[src/rtl/core/mtfl_pkg.sv]
// ----------------------------------------------------------------------------
// mtfl_pkg: move-to-front list shared definitions
// Field widths, request codes, sequencer states and the control/status bundles
// of a list cell.
// ----------------------------------------------------------------------------
package mtfl_pkg;

  localparam int unsigned KEY_W   = 50;
  localparam int unsigned RANK_W  = 6;
  localparam int unsigned COUNT_W = 7;

  // request codes carried in func
  localparam logic FUNC_TOUCH = 1'b0;
  localparam logic FUNC_READ  = 1'b1;

  typedef enum logic [1:0] {
    ST_IDLE,
    ST_LOOK,
    ST_APPLY
  } state_e;

  // Per-cell control, driven by the top level.
  typedef struct packed {
    logic look;   // register compare and rank-select results
    logic upd;    // apply a touch this cycle
    logic shift;  // take the upper neighbor's entry when upd is set
  } cell_ctrl_t;

  // Per-cell status, registered during look.
  typedef struct packed {
    logic match;  // cell holds the touched key
    logic hit;    // cell is the occupied entry at the requested rank
  } cell_stat_t;

endpackage

[src/rtl/core/mtfl_cell.sv]
// ----------------------------------------------------------------------------
// mtfl_cell: one rank of the recency list
// Holds a key and its used bit, compares against the broadcast key, flags the
// requested rank, and on a touch takes its upper neighbor's entry.
// ----------------------------------------------------------------------------
module mtfl_cell #(
  parameter int unsigned KW  = 50,
  parameter int unsigned IDX = 0
) (
  input  logic                         clk_i,
  input  logic                         rst_ni,
  input  mtfl_pkg::cell_ctrl_t         ctrl_i,
  input  logic [KW-1:0]                cmp_key_i,
  input  logic [mtfl_pkg::RANK_W-1:0]  rank_i,
  input  logic [KW-1:0]                prev_key_i,
  input  logic                         prev_used_i,
  output logic [KW-1:0]                key_o,
  output logic                         used_o,
  output mtfl_pkg::cell_stat_t         stat_o,
  output logic [KW-1:0]                rd_key_o
);

  logic [KW-1:0]        key_q;
  logic                 used_q;
  mtfl_pkg::cell_stat_t stat_q;
  mtfl_pkg::cell_stat_t stat_d;

  always_comb begin
    stat_d.match = used_q && (key_q == cmp_key_i);
    stat_d.hit   = used_q && (int'(rank_i) == int'(IDX));
  end

  always_ff @(posedge clk_i or negedge rst_ni) begin
    if (!rst_ni) begin
      used_q <= 1'b0;
      stat_q <= '0;
    end else begin
      if (ctrl_i.look) begin
        stat_q <= stat_d;
      end
      if (ctrl_i.upd && ctrl_i.shift) begin
        used_q <= prev_used_i;
      end
    end
  end

  always_ff @(posedge clk_i) begin
    if (ctrl_i.upd && ctrl_i.shift) begin
      key_q <= prev_key_i;
    end
  end

  assign key_o    = key_q;
  assign used_o   = used_q;
  assign stat_o   = stat_q;
  assign rd_key_o = stat_q.hit ? key_q : '0;

endmodule

[config.mk]
export PLATFORM = sky130hd
export DESIGN_NAME = mtfl_cell
export DESIGN_NICKNAME = d
export VERILOG_FILES = /design/src/rtl/core/mtfl_pkg.sv /design/src/rtl/core/mtfl_cell.sv
export SDC_FILE = /design/constraint.sdc
export NUM_CORES = 1
export LEC_CHECK = 0
export ABC_AREA = 1
export BUFFER_PORTS_ARGS = -buffer_cell sky130_fd_sc_hd__buf_2
export CAP_MARGIN = 20
export CORE_MARGIN = 4
export CORE_UTILIZATION = 45
export CTS_BUF_LIST = sky130_fd_sc_hd__clkbuf_8
export DETAILED_ROUTE_END_ITERATION = 8
export PLACE_DENSITY = 0.88
export SYNTH_ARGS = -nofsm -noshare
export SYNTH_HDL_FRONTEND = slang
export SYNTH_SLANG_ARGS = --single-unit
export TNS_END_PERCENT = 10
[constraint.sdc]
create_clock -name clk_i -period 1.89 [get_ports clk_i]
set_clock_uncertainty 0.2 [all_clocks]
set_input_delay 0.378 -clock clk_i [delete_from_list [all_inputs] [get_ports clk_i]]
set_output_delay 0.378 -clock clk_i [all_outputs]
set_load 0.01 [all_outputs]
# Yosys cells after proc, flatten, opt, wreduce, memory -nomap -nowiden
# Index checks and enable logic that the tools add are counted.
# Widths: inputs -> output; s select.
[classes] n_eq_ne=1 n_mux=1 reduce_logical=4
[ops] operator="$eq 50x50->1" count=1
[ops] operator="$mux 50" count=1
[ops] operator="$logic_not 6->1" count=1
[ops] operator="$logic_and 1x1->1" count=3
[word_totals] regBits=53 output_inout_bits=103 elab_cells=10

# Depth between registers and ports, before layout
# Gate-level depths: netlist of the first run.
[logic_depth] ltp_word=2 ltp_mapped=10

# Worst setup path after synthesis of the first run
# No wires, ideal clock.
[synth_timing] path_type="input to register" from="input ctrl_i[1] (netlist bit)" to="register key_q[0] (netlist: key_o[0]), enable pin" arrival_time_ns=1.427 path_slack_ns=-0.142 path_stages=2 path_buffers=0 cell_sequence="nand2_1 > inv_1"
[synth_via] elab_chain_len=1
[synth_lines] element="start: declaration" line_no="mtfl_cell.sv:12" rtl="input mtfl_pkg::cell_ctrl_t ctrl_i,"
[synth_lines] element="$logic_and 1x1->1" line_no="mtfl_cell.sv:48" rtl="if (ctrl_i.upd && ctrl_i.shift) begin"
[synth_lines] element="end signal: assignment" line_no="mtfl_cell.sv:49" rtl="key_q <= prev_key_i;"
[synth_lines] element="end: declaration" line_no="mtfl_cell.sv:23" rtl="logic [KW-1:0] key_q;"
# No other way between the ends.
# A chain may end at the register's enable or synchronous reset.

# Worst setup path after layout of the first run
[layout_timing] from="register stat_q (netlist bit stat_o[0])" to="output rd_key_o[27]"
[layout_via] elab_chain_len=1
[layout_lines] element="start: declaration" line_no="mtfl_cell.sv:25" rtl="mtfl_pkg::cell_stat_t stat_q;"
[layout_lines] element="start signal: assignment" line_no="mtfl_cell.sv:39" rtl="stat_q <= stat_d;"
[layout_lines] element="$mux 50" line_no="mtfl_cell.sv:56" rtl="assign rd_key_o = stat_q.hit ? key_q : '0;"
[layout_lines] element="end: declaration" line_no="mtfl_cell.sv:20" rtl="output logic [KW-1:0] rd_key_o"
# No other way between the ends.

==> summary by stage, run 1 <==
Setup path
The data required time at the worst endpoint is 1.31 ns. Counting both buffers and inverters, the worst setup path holds a total of 3. Broken down by cell family, the worst path's largest delay share belongs to buffers and inverters. The category of the critical setup timing path is flip-flop to primary output. Counting buffers and inverters, the worst setup path is 4 cells deep. The launching element of the worst setup path is stat_o[0]. The delay of the slowest cell on the worst path is 0.39 ns. The logic depth of the worst register-to-register path is 9. The worst setup path is captured at a primary output. The critical path goes through buf_6 > nand2_1 > inv_1 > buf_2. The slowest stage cell on the critical path is sky130_fd_sc_hd__dfrtp_2. The type of element launching the critical path is a flip-flop. The beginning of the worst register-to-register path is key_o[28].

The setup slack on the worst flop-to-flop path is 0.32 ns. The endpoint identified for the worst register-to-register timing path is stat_o[1]. Following the worst setup path forward leads to its endpoint at rd_key_o[27]. At the worst endpoint, the arrival time is 1.20 ns. The top fanout value on the critical path is 28.

GRT
The number of antenna violations at the first check in global routing is 0. The global-route wire length before repair is 13,100 um. The residual overflow from global routing is 0. Entering global routing, the biggest net connects 52 pins. The number of global-route vias before repair came to 2,984. The aggregate global-route resource usage is 21.74%.

Power and ir drop
The total design power is 2.807 mW. The power density over cell area is 655.6 nW/um^2. IR analysis of the VDD net gives a maximum drop of 0.3451 mV. The total leakage power is 2.759 nW.

Final layout
The leading cell type in the layout, fill and taps excluded is sky130_fd_sc_hd__buf_2. In the final layout, the share of cells above drive strength 1 is 37.87%. The final layout contains 721 nets. The final instance area is 4282 um^2. The core utilization of the finished layout is 67.43%. In the layout the commonest cells are sky130_fd_sc_hd__buf_2 (214), sky130_fd_sc_hd__nand2_1 (148), sky130_fd_sc_hd__inv_1 (110). Relative to the synthesized area, the layout overhead comes to 45.43%.

Synth
The cell area after technology mapping is 2944 um^2. In this run, distinct cell masters in the synthesized netlist total 15. The post-synthesis register bit count is 53. The number of warnings reported in the yosys synthesis log is 0. After synthesis, the mean cell area works out to 7.549 um^2. The sequential area share after synthesis is 53.55%. The synthesized instance count is 390. The net count of the mapped netlist is 502.

Die
In this run the vertical extent of the chip is 88.89 um. The die outline area is 7901 um^2. The top-level I/O count is 215. The initial core utilization is 46.36%. Measured along the x axis, the die boundary spans 88.89 um. The core region area is 6350 um^2. After floorplanning, the core was divided into 29 placement rows.

CTS
The CTS tree is built. The clock drives 53 sinks. The buffer type at the clock tree root is sky130_fd_sc_hd__clkbuf_8. The H-tree generated during clock tree synthesis spans 2 levels. The maximum number of buffers from clock root to sink is 2. The clock slew at the register clock pins of the worst setup and hold paths is 0.10 ns. Clock tree synthesis inserted a total of 5 buffers.

The clock latency reported for the late side of the worst-skew pair is 0.31 ns.

Timing
Setup repair after global routing left no endpoint under its margin. Of the available clock period, the critical path in the final layout requires 94.33%. The hold violation count in the final report is 0.

Hold timing on the final database bottoms out at a slack of 0.03667 ns. At the pin with the least slew margin, the transition time is 0.3048 ns. The count of pins over their slew limit is 0.

Measured against its own limit, the worst slew margin works out to 79.49%. For the final routed database, the setup TNS stands at 0 ns. The final critical-path required period is 1.783 ns. Setup violations remaining at the end of the flow were counted as 0.

For this run, the top clock speed supported by timing is 0.5609 GHz.

Routing
After detailed routing, the number of remaining DRC violations is 0. After detailed routing, the number of vias per cell comes to 4.516. The final antenna-violating net count is 0. The number of optimization iterations in the first detailed-route pass is 4.

After detailed routing, the total wire length is 9079 um. Dividing the detail-routed wire length by the instance count gives 13.20 um. The detailed router placed 3,107 vias in this run.

The number of DRC markers in iteration 0 is 107.

Placement
The post-DP HPWL is 7494 um. At the end of routability-driven placement, the weighted congestion stood at 0.7982. The number of port buffers is 214. After detailed placement, the total cell area comes to 4128 um^2.

Run
The tool flagged a number of max-cap violations equal to 0.

Run status
The flow ran to the end, and the final reports show no timing, DRC or antenna violations.

Hold path
The kind of path behind the tightest hold check is input port to flip-flop.
[worst min-delay path by stage]
stage	endpoint	cells after the start	slack, ns	from
floorplan	stat_o[0]	0	-0.12	rst_ni
global placement	used_o	1	-0.02	rst_ni
detailed placement	used_o	1	-0.009	rst_ni
CTS	key_o[16]	1	0.03	prev_key_i[16]
global route	key_o[0]	1	0.02	prev_key_i[0]
finish	key_o[8]	1	0.04	prev_key_i[8]
[power breakdown]
| part | leakage, nW | switching, mW | internal, mW |
|---|---|---|---|
| registers | 0.508 | 0.0727 | 1.37 |
| clock network | 0.0681 | 0.386 | 0.526 |
| logic | 2.18 | 0.233 | 0.215 |
| total | 2.76 | 0.692 | 2.12 |
[stage by stage]
step	instances	setup slack, ns
CTS	687	0.03980
global route	687	0.01699
global placement	678	0.3532
finish	688	0.1071
detailed placement	678	0.2632
floorplan	390	0.08910
[cells in the mapped netlist]
cell type                  count  area share (%)
sky130_fd_sc_hd__inv_1       111              14
sky130_fd_sc_hd__nand3_1       4            0.68
sky130_fd_sc_hd__dfrtp_1       3             2.5
sky130_fd_sc_hd__nor2_1       40             5.1
sky130_fd_sc_hd__nand2_1     148              19
sky130_fd_sc_hd__nor3_1        1            0.17
sky130_fd_sc_hd__nand4_1       2            0.42
sky130_fd_sc_hd__nor4_1        1            0.21
sky130_fd_sc_hd__clkbuf_1      5            0.64
sky130_fd_sc_hd__or2_2         4            0.85
sky130_fd_sc_hd__edfxtp_1     50              51
sky130_fd_sc_hd__a22o_1        1            0.30
sky130_fd_sc_hd__o21ai_0       6             1.0
sky130_fd_sc_hd__buf_2         1            0.17
sky130_fd_sc_hd__xnor2_1      13             3.9
[area by class of cell]
class | count | area (um^2)
flip-flops and latches | 53 | 1578
multi-input cells | 220 | 927.1
well taps | 77 | 96.34
diodes | 1 | 2.502
clock inverters | 3 | 65.06
clock buffers | 5 | 68.82
repair buffers | 218 | 1124
inverters | 111 | 420.4
fillers | 548 | 2068
[registers in the layout (all words and copies together) (netlist names)]
register  cells
used_o        1
key_o        50
stat_o        2
[per-layer routing]
| metal | global-route usage, % | vias to the layer above | part of all wire, % |
|---|---|---|---|
| met3 | 6.145 | 25 | 9.4 |
| met4 | 8.516 | 0 | 3.1 |
| li1 | - | 1560 | - |
| met2 | 41.36 | 150 | 53 |
| met1 | 22.13 | 1372 | 35 |
| met5 | 0 | - | 0 |
[repair_timing]
item	in CTS	in global routing
setup endpoints to repair	0	16
hold buffers	1	0
resized for setup	0	2
hold endpoints to repair	3	0
buffers inserted	0	0
[cell families (layout without fill, tap and decap cells)]
logic type | Yosys count | in the layout | share of synthesized area, %
simple gates | 200 | 200 | 26.31
compound gates | 7 | 7 | 1.318
flops | 53 | 53 | 53.55
buf+inv | 117 | 337 | 14.96
other cells | 0 | 1 | 0
xor+xnor | 13 | 13 | 3.867
Note: power is estimated with default switching activity, not from simulation.
==> inputs of run 2 (changes only) <==
--- a/config.mk
+++ b/config.mk
@@ -13,6 +13,7 @@
 export CTS_BUF_LIST = sky130_fd_sc_hd__clkbuf_8
 export DETAILED_ROUTE_END_ITERATION = 8
 export PLACE_DENSITY = 0.88
+export RECOVER_POWER = 100
 export SYNTH_ARGS = -nofsm -noshare
 export SYNTH_HDL_FRONTEND = slang
 export SYNTH_SLANG_ARGS = --single-unit
==> summary by stage, run 2 (same netlist as run 1, synthesis figures left out) <==
CTS
The clock latency reported for the late side of the worst-skew pair is 0.31 ns. The buffer type at the clock tree root is sky130_fd_sc_hd__clkbuf_8. The clock slew at the register clock pins of the worst setup and hold paths is 0.10 ns.

The number of buffers created by CTS is 5. The TritonCTS sink count is 53. The CTS tree is built. The number of levels in the clock H-tree is 2. The maximum number of buffers from clock root to sink is 2.

Setup path
The terminus of the critical flop-to-flop path is stat_o[1]. At the worst endpoint, the arrival time is 1.24 ns. The gate family responsible for the most delay along the worst path is buffers and inverters. For this design, the slowest cell found on the critical path is sky130_fd_sc_hd__dfrtp_2. The critical path is of the flip-flop to primary output type. The category of the worst setup path capture point is a primary output.

The top fanout value on the critical path is 28. On the worst path, the slowest cell contributes a delay of 0.39 ns. STA classifies the critical path startpoint as a flip-flop. The worst register-to-register path has a setup slack of 0.33 ns. The beginning of the worst register-to-register path is key_o[28].

The signal on the critical path passes through buf_6 > nand2_1 > inv_1 > clkbuf_1. The data required time at the worst endpoint is 1.31 ns. In this run the worst setup path begins at stat_o[0]. The logic depth of the worst register-to-register path is 9. The buffering stage count on the worst path with inverters included is 3.

Run
The number of maximum-capacitance constraint violations is 0.

Final layout
From synthesis to final layout, the design area changed by 40.76%. The library cell used most frequently in the layout, excluding fill and tap cells, is sky130_fd_sc_hd__nand2_1. The flip-flop count of the largest register, all copies and words added is 50.

The count of nets after finishing is 721. The library cells used most frequently in the layout, excluding fill and tap cells, are sky130_fd_sc_hd__nand2_1 (148), sky130_fd_sc_hd__buf_2 (112), sky130_fd_sc_hd__inv_1 (110). In the final layout, the multi-input gates occupy 927.1 um^2.

The fill cell instance count of the final layout is 622. The flip-flop and latch area is 1578 um^2. The proportion of layout cells with a drive suffix above 1 is 21.48%.

Placement
Routability-driven placement finished with a final weighted congestion of 0.7982. The post-DP HPWL is 7494 um. The number of port buffers is 214.

Die
The core region area is 6350 um^2. Measured along the y axis, the die boundary spans 88.89 um. The initial core utilization is 46.36%. The die outline area is 7901 um^2. The die width is 88.89 um.

The number of core rows is 29. The top-level I/O count is 215.

Timing
The worst relative slew slack is 52.39%. The hold violation count in the final report is 0. Of the available clock period, the critical path in the final layout requires 96.01%. The count of pins over their slew limit is 0. For the finished layout, the period the worst path requires is 1.815 ns. The final worst hold slack is 0.03627 ns. Summed over all failing endpoints, the final setup total negative slack is 0 ns. The actual slew at the worst max-slew pin is 0.7141 ns. The final setup violation count is 0. Setup repair after global routing left no endpoint under its margin.

Derived from the worst setup path, the maximum achievable clock frequency is 0.5511 GHz.

GRT
Entering global routing, the biggest net connects 52 pins. The number of global-route vias before repair was 2,984. The aggregate global-route resource usage is 21.74%.

The first global-routing pass estimated 13,100 um of wire. The residual overflow from global routing is 0. The number of antenna violations at the first check in global routing was 0.

Power and ir drop
The worst-case vdd ir drop is 0.3452 mV. In this run the power density over the cells is 672.6 nW/um^2. Summed over all cells, the static leakage comes to 2.398 nW.

Routing
The per-cell via count in the routed design is 4.551. The final route contains 3,131 vias. The total wire length is 9167 um.

In this run the remaining antenna-violating nets after routing total 0. The number of optimization iterations in the first detailed-route pass is 4. The number of DRC markers in iteration 0 is 94. The final routed DRC violation total is 0.

After detailed routing, the average wire length per cell comes to 13.32 um.

Hold path
Counting instances, the worst hold path has a depth of 1. The startpoint of the lowest-slack hold path is prev_key_i[10]. The worst hold path terminates at key_o[10]. The kind of path behind the tightest hold check is input port to flip-flop.

Run status
The flow ran to the end, and the final reports show no timing, DRC or antenna violations.
-- run 2: cell count changes in the layout (fill, tap and decap cells not counted), sizes merged --
cell    change
buf       -103
clkbuf    +103
-- run 2: per-stage QoR --
stage | worst slack (ns) | total power [mW] | util [%] | cell area [um^2] | std cells
after floorplan | 0.08910 | 1.663 | - | 2948 | 390
after global placement | 0.3532 | 1.898 | 65.00 | 4128 | 678
after detailed placement | 0.2632 | 1.921 | 65.00 | 4128 | 678
after CTS | 0.03980 | 2.829 | 67.27 | 4272 | 687
after global routing | 0.01011 | 2.924 | 65.22 | 4141 | 687
final | 0.07540 | 2.787 | 65.26 | 4144 | 688
-- run 2: power by group --
| part | total (mW) | internal (mW) | switching [mW] |
|---|---|---|---|
| clock network | 0.912 | 0.526 | 0.386 |
| logic | 0.425 | 0.191 | 0.234 |
| registers | 1.45 | 1.37 | 0.0753 |
-- run 2: how the worst max path moves through the flow --
| stage | endpoint | slack [ns] | cells after the start |
|---|---|---|---|
| 2_1_floorplan | key_o[0] | 0.09 | 2 |
| 3_3_place_gp | stat_o[1] | 0.35 | 10 |
| 3_5_place_dp | stat_o[1] | 0.26 | 10 |
| 4_1_cts | rd_key_o[30] | 0.04 | 4 |
| 5_1_grt | rd_key_o[42] | 0.01 | 4 |
| 6_report | rd_key_o[27] | 0.08 | 4 |
-- run 2: timing repair --
| item | in CTS | in global routing |
|---|---|---|
| endpoints found under the hold margin | 3 | 0 |
| resized for setup | 0 | 2 |
| hold buffers | 1 | 0 |
| buffers inserted | 0 | 0 |
| setup endpoints to repair | 0 | 16 |
-- run 2: cell type report --
class | count | share of cell area [%]
clock buffer | 5 | 1.661
antenna | 1 | 0.06039
multi-input combinational | 220 | 22.37
timing repair buffer | 218 | 23.79
tap | 77 | 2.325
inverter | 111 | 10.14
sequential | 53 | 38.07
clock inverter | 3 | 1.570
-- run 2: worst reg2reg max path, delay by kind of cell, from the launching register on --
kind / cells / cell delay, ns
AND/OR/NAND/NOR: 9 / 0.88
flip-flops: 1 / 0.44
-- run 2: metal layers --
layer / track usage (%) / vias up / wire length [um]
li1: - / 1563 / -
met1: 22.13 / 1376 / 3211
met2: 41.36 / 162 / 4779
met3: 6.145 / 30 / 894
met4: 8.516 / 0 / 282
met5: 0 / - / 0
==> inputs of run 3 (changes only) <==
--- a/config.mk
+++ b/config.mk
@@ -13,7 +13,7 @@
 export CTS_BUF_LIST = sky130_fd_sc_hd__clkbuf_8
 export DETAILED_ROUTE_END_ITERATION = 8
 export PLACE_DENSITY = 0.88
-export RECOVER_POWER = 100
+export RECOVER_POWER = 50
 export SYNTH_ARGS = -nofsm -noshare
 export SYNTH_HDL_FRONTEND = slang
 export SYNTH_SLANG_ARGS = --single-unit
==> summary by stage, run 3 (same netlist as run 1, synthesis figures left out) <==
Power and ir drop
The total leakage power is 2.752 nW. The switching power of the nets is 0.6933 mW. The power density over cell area is 657.4 nW/um^2. Cell internal power was estimated by the tool at 2.112 mW. Summing internal, switching and leakage power gives 2.806 mW. Per report_power, the clock group accounts for 32.6% of the total. Net switching is 24.71% of the power.

The relative contribution of sequential cells to total power is 51.6%. Combinational logic burns 15.8% of the power. The worst-case vdd ir drop is 0.3452 mV.

CTS
The maximum number of buffers from clock root to sink is 2. The H-tree was split into 2 levels. The buffer type at the clock tree root is sky130_fd_sc_hd__clkbuf_8. Clock-pin slew was measured on the worst setup and hold paths at 0.10 ns. The CTS tree is built.

For this design, the sink count on the clock tree is 53. Counting the buffers created by CTS gives 5. The later pin in the worst-skew pair is clocked with a latency of 0.31 ns.

GRT
The number of antenna violations at the first check in global routing is 0. The largest net degree at the start of global routing is 52. The number of global-route vias before repair is 2,984.

The global-route wire length before repair is 13,100 um. The aggregate global-route resource usage is 21.74%. Summed over all layers, the global routing overflow is 0.

Die
The number of core rows is 29. The core region area is 6350 um^2. Measured along the y axis, the die boundary spans 88.89 um.

Measured along the x axis, the die boundary spans 88.89 um. The top-level I/O count is 215. The floorplan step defined a die boundary enclosing 7901 um^2. The initial core utilization is 46.36%.

Final layout
Of the cells placed in the final design, the portion with a size suffix greater than 1 is 37.70%. The net count of the finished layout is 721. Registers take 1578 um^2. Once layout is complete, the utilization of the core stands at 67.21%. The fill cell instance count of the final layout is 549. The relative area change from synthesis to final layout is 44.96%. Leaving out fill and tap cells, the most frequent cell in the layout is sky130_fd_sc_hd__buf_2. In the final layout, the multi-input gates occupy 927.1 um^2.

Once layout is done, the placed cells without fillers occupy 4268 um^2. The library cells used most frequently in the layout, excluding fill and tap cells, are sky130_fd_sc_hd__buf_2 (213), sky130_fd_sc_hd__nand2_1 (148), sky130_fd_sc_hd__inv_1 (110). The flip-flop count of the largest register, all copies and words added is 50.

Timing
Measured against its own limit, the worst slew margin works out to 52.51%. The upper clock frequency limit is 0.5605 GHz. For the final routed database, the setup TNS stands at 0 ns. The final critical path takes up 94.40% of the cycle. The final worst hold slack is 0.03646 ns. The count of pins over their slew limit was 0. For the pin with the worst max-slew slack, the measured transition is 0.7123 ns.

The hold violation count in the final report was 0. Setup repair after global routing left no endpoint under its margin. After layout, the minimum clock period comes to 1.784 ns. The final setup violation count is 0.

Routing
Dividing the detail-routed via count by the number of cells gives 4.551. Once detail routing completed, the nets flagged for antenna violations numbered 0. After the first detailed-routing iteration, the DRC count stood at 105. Summed over all layers, the routed wires come to 9111 um. The pre-antenna-repair detailed-routing pass consisted of 4 iterations.

The routed layout has 3,131 vias. The final routed DRC violation total is 0. After detailed routing, the average wire length per cell comes to 13.24 um.

Placement
Summed over all nets, the half-perimeter wirelength after detailed placement is 7494 um. The number of port buffers is 214. The congestion estimate from routability-driven global placement came to 0.7982. The placed instances occupy a cell area of 4128 um^2.

Hold path
The kind of path behind the tightest hold check is input port to flip-flop.

Setup path
The category of the critical setup timing path is flip-flop to primary output. STA puts the critical path data required time at 1.31 ns. At the worst endpoint, the arrival time is 1.21 ns. In this run the worst path has a maximum fanout of 28. The type of element launching the critical path is a flip-flop.

The worst setup path is captured at a primary output.

Run
Max-cap violations in this run came to 0.

Run status
The run finished with clean final reports.
==> run 3: cell count changes in the layout (fill, tap and decap cells not counted), sizes merged <==
cell	change
buf	+101
clkbuf	-101
==> run 3: worst max-delay path: stages (launching register included) <==
cell	delay, ns
sky130_fd_sc_hd__dfrtp_2	0.39
sky130_fd_sc_hd__buf_6	0.22
sky130_fd_sc_hd__nand2_1	0.08
sky130_fd_sc_hd__inv_1	0.07
sky130_fd_sc_hd__buf_2	0.12
==> run 3: power by group through the flow <==
stage	Combinational [mW]	Sequential [mW]	Clock (mW)
CTS	0.451	1.45	0.931
global route	0.498	1.46	0.986
global placement	0.431	1.47	0
detailed placement	0.448	1.47	0
finish	0.444	1.45	0.914
floorplan	0.166	1.50	0
==> run 3: final cells by class <==
cell class	count	area share, %
Sequential cell	53	36.97
Multi-Input combinational cell	220	21.72
Tap cell	77	2.257
Inverter	111	9.850
Clock buffer	5	1.612
Timing Repair Buffer	218	26.00
Antenna cell	1	0.05863
Clock inverter	3	1.524
==> run 3: stage by stage <==
step | cells | setup slack (ns)
2_1_floorplan | 390 | 0.08910
3_3_place_gp | 678 | 0.3532
3_5_place_dp | 678 | 0.2632
4_1_cts | 687 | 0.03980
5_1_grt | 687 | 0.01699
6_report | 688 | 0.1058
==> run 3: final timing paths <==
kind	start	to	slack (ns)	cells past startpoint
hold reg to reg	stat_o[1]	stat_o[1]	0.33	2
setup / recovery	stat_o[0]	rd_key_o[27]	0.11	4
min in group asynchronous	rst_ni	stat_o[1]	0.22	2
setup reg to reg	key_o[28]	stat_o[1]	0.32	9
max in group asynchronous	rst_ni	stat_o[0]	1.07	2
hold / removal	prev_key_i[10]	key_o[10]	0.04	1
==> run 3: repair_timing <==
action,4_1_cts,5_1_grt
resized for setup,0,2
setup buffers,0,0
setup endpoints to repair,0,16
endpoints found under the hold margin,3,0
hold buffers,1,0
==> run 3: per-layer routing <==
layer | global-route usage [%] | routed length, um | share of wire, % | up-vias
met4 | 8.516 | 264 | 2.9 | 0
li1 | - | - | - | 1564
met2 | 41.36 | 4789 | 53 | 155
met1 | 22.13 | 3156 | 35 | 1386
met3 | 6.145 | 902 | 9.9 | 26
met5 | 0 | 0 | 0 | -
